[src/dpce_ram.sv]
// ----------------------------------------------------------------------------
// dpce_ram
// generic ram, one write port, two registered read ports
// ----------------------------------------------------------------------------
module dpce_ram #(
  parameter int WIDTH = 32,
  parameter int DEPTH = 128
) (
  input  logic                     clk,
  input  logic                     we,
  input  logic [$clog2(DEPTH)-1:0] waddr,
  input  logic [WIDTH-1:0]         wdata,
  input  logic [$clog2(DEPTH)-1:0] raddr_a,
  output logic [WIDTH-1:0]         rdata_a,
  input  logic [$clog2(DEPTH)-1:0] raddr_b,
  output logic [WIDTH-1:0]         rdata_b
);

  logic [WIDTH-1:0] mem [DEPTH];

  always_ff @(posedge clk) begin
    if (we) begin
      mem[waddr] <= wdata;
    end
    rdata_a <= mem[raddr_a];
    rdata_b <= mem[raddr_b];
  end

endmodule

[config.mk]
export PLATFORM = sky130hd
export DESIGN_NAME = dpce_ram
export DESIGN_NICKNAME = d
export VERILOG_FILES = /design/src/dpce_ram.sv
export SDC_FILE = /design/constraint.sdc
export NUM_CORES = 2
export LEC_CHECK = 0
export BUFFER_PORTS_ARGS = -buffer_cell sky130_fd_sc_hd__buf_2
export CAP_MARGIN = 25
export CORE_MARGIN = 5
export CORE_UTILIZATION = 40
export DETAILED_ROUTE_END_ITERATION = 10
export SLEW_MARGIN = 20
export SYNTH_ARGS = -nofsm -noshare
export SYNTH_HDL_FRONTEND = slang
export SYNTH_SLANG_ARGS = --single-unit
[constraint.sdc]
create_clock -name clk -period 9.7 [get_ports clk]
set_input_delay 1.94 -clock clk [delete_from_list [all_inputs] [get_ports clk]]
set_output_delay 1.94 -clock clk [all_outputs]
set_load 0.05 [all_outputs]
==> results.md <==
* Wl on met1 at 227000 µm
* Vias post-DR at 98533
* Peak supply drop at 0.168 mV
* Core box area at 471000 µm²
* IO Count at 119
* Hold Crit Start: mem[124][27]
* CP Launch Type: primary input
* Relative slew slack at 0.119
* Initial Utilization at 0.401
* Syn_nets at 7756
* Power Total at 39.8 mW
* Fin crit share at 0.515
* Switching pwr at 9.15 mW
* Die Y at 697 µm
* ANT nets after route at 0
* Post-CTS Hold Fix Bufs at 0
* Post-route cell area at 213000 µm²
* Register area share after synthesis at 0.658
* H-tree depth at 5
* Top area cells in the synthesized netlist: edfxtp_1 (65%), mux4_2 (32%), clkbuf_1 (0.73%), dfxtp_1 (0.68%), mux2_2 (0.38%)
* Reg2reg setup slack at 7.02 ns
* Pre-CTS setup slack at 3.72 ns
* Largest net degree at the start of global routing at 138
* Ratio of cells with drive above 1 in the final layout at 0.470
* LEAKAGE at 64.0 nW
* Number of synthesized flops with an enable pin at 4096
* Critical-path cell list: buf_8 > buf_4 > buf_4 > mux4_2 > mux4_2 > mux4_2 > mux2_2
* WL met3 at 71600 µm
* Fillers at 38533
* CTS tree: yes
* Arrival time at the worst endpoint at 5.83 ns
* Multi-input combinational cell area at 62900 µm²
* Worst path max stage delay at 0.76 ns
* Most used DFF post-synth: edfxtp_1
* Grt total ovfl at 0
* Hold depth at 4
* NumNets Final at 7988
* Synthesized area at 189000 µm²
* Root Buffer: clkbuf_16
* Crit path capture type: flip-flop
* Setup TNS at 0 ns
* Die area at 486000 µm²
* WL per Instance at 42.5 µm
* GP Congestion at 0.810
* Top-count cell post-synth: edfxtp_1
* Clk pwr share at 0.415
* IO Port Bufs at 118
* Rows at 252
* WL met2 at 292000 µm
* Die width at 697 µm
* Highest routed layer: met5
* Dpl cell area at 199000 µm²
* Dpl hpwl at 338000 µm
* Crit Path Class: primary input to flip-flop
* Commonest cells in the netlist: edfxtp_1 (4096), mux4_2 (2688), clkbuf_1 (365)
* Sequential cell area at 124000 µm²
* Synth warnings at 0
* Final setup violation count at 0
* Residual DRC count at 0
* Clk buf depth at 4
* Hold EP: rdata_a[27]
* First-pass GRT wire length at 849000 µm
* Vias in the first global route at 100281
* Synthesized flop and latch total at 4160
* Via/cell ratio at 6.73
* Cell taking the most area after synthesis: edfxtp_1
* Logic pwr share at 0.083
* Drt initial violations at 15073
* Final WL at 622000 µm
* Post-CTS Resized at 0
* Clk slew on worst S/H paths at 0.06 ns
* Hold Path Class: flip-flop to flip-flop
* Power density over the cells at 187 nW/µm²
* Post-synthesis instance total at 7701
* Max-cap viol count at 0
* Async SR Flop Fraction at 0
* Number of iterations in the first detailed-routing pass at 5
* Initial antenna violation count at 89
* Worst path slowest cell: buf_4
* RSZ-0062 raised after global routing: no
* CTS Sinks at 4160
* Fmax at 200 MHz
* CP dominant cell by count: mux4_2
* Status: complete, no violations
* Worst Reg2Reg Path Length in Cells at 4
* Post-CTS Setup Bufs at 0
* Tot GR Track Use at 0.253
* RR Startpoint: mem[31][24]
* Int Power at 30.7 mW
* Family with the most delay on the worst path: multiplexers
* Final Max Tran Viols at 0
* WP buf/inv at 3
* CP max FO at 69
* Share of Yosys cell area claimed by the top area cell type at 0.652
* Switch share at 0.230
* Post-route minimum period at 4.99 ns
* Part of the power in registers at 0.502
* Worst-Margin Slew at 1.32 ns
* Final hold violations at 0
* Critical Path RT at 10.54 ns
* Num CTS Buffers at 434
* Worst-Skew Late Latency at 0.99 ns
* Synth cell types at 17
* Area Overhead vs Synth at 12.8%
* Setup Skew at 0.0565 ns
* Syn_area_per_cell at 24.5 µm²
* Hold Slack at 1.13 ns
* R2R Path End: rdata_b[24]
* Final setup margin at 4.71 ns
-- how the worst max path moves through the flow --
stage,start,to,slack [ns],cells past startpoint
detailed placement,raddr_b[2],rdata_b[24],3.72,7
finish,raddr_b[2],rdata_b[24],4.71,7
floorplan,we,mem[98][0],4.52,3
global placement,raddr_b[2],rdata_b[24],3.70,7
global route,raddr_a[0],rdata_a[23],4.68,7
CTS,raddr_b[2],rdata_b[24],4.81,7
-- metal layers --
| layer | vias to the layer above | track usage |
|---|---|---|
| met3 | 1351 | 0.0686 |
| met5 | - | 0 |
| met1 | 54753 | 0.338 |
| li1 | 35979 | - |
| met4 | 52 | 0.112 |
| met2 | 6398 | 0.390 |
-- metrics by stage --
stage	std cells	utilization
after floorplan	7701	-
after global placement	13699	0.421
after detailed placement	13715	0.422
after CTS	14522	0.452
after global routing	14589	0.452
final	14630	0.452
-- power by group through the flow --
stage	Combinational, mW	Clock, mW	Sequential, mW
2_1_floorplan	1.87	0	20.4
3_3_place_gp	3.24	0	20.4
3_5_place_dp	3.28	0	20.4
4_1_cts	3.28	16.7	20.0
5_1_grt	3.43	17.5	20.0
6_report	3.29	16.5	20.0
-- layout make-up --
type	instances	share of cell area
flip-flops and latches	4160	0.584
multi-input cells	2922	0.295
clock buffers	543	0.0540
well taps	6223	0.0366
repair buffers	415	0.0181
clock inverters	264	0.0112
diodes	103	0.00121
-- state kept, by name, indices dropped and copies added (netlist names) --
signal and count:
mem 4096, rdata_a 32, rdata_b 32
-- cells by family (layout without fill, tap and decap cells) --
family | count (synthesis) | in the layout | share of synthesized area
buf+inv | 619 | 1222 | 0.0134
flops | 4160 | 4160 | 0.658
mux | 2752 | 2752 | 0.325
other cells | 0 | 103 | 0
simple gates | 170 | 170 | 0.00369
-- placed cells by master, fill, tap and decap left out, types with 9 or more instances in the layout --
cell / instances
buf_4: 266
buf_6: 11
buf_16: 14
bufinv_16: 39
diode_2: 103
mux4_2: 2688
mux2_2: 64
clkinv_1: 107
clkinv_2: 76
nor2_4: 119
dfxtp_1: 64
buf_12: 45
nor3_2: 9
edfxtp_1: 4096
clkinvlp_4: 18
clkbuf_1: 96
nand3_1: 12
buf_2: 73
clkbuf_16: 443
nand2_1: 14
-- tightest hold or removal path, stage by stage, from the launching register on --
cell	delay, ns
edfxtp_1	0.33
mux4_2	0.22
mux4_2	0.22
mux4_2	0.21
mux2_2	0.14
Note: power is estimated with default switching activity, not from simulation.
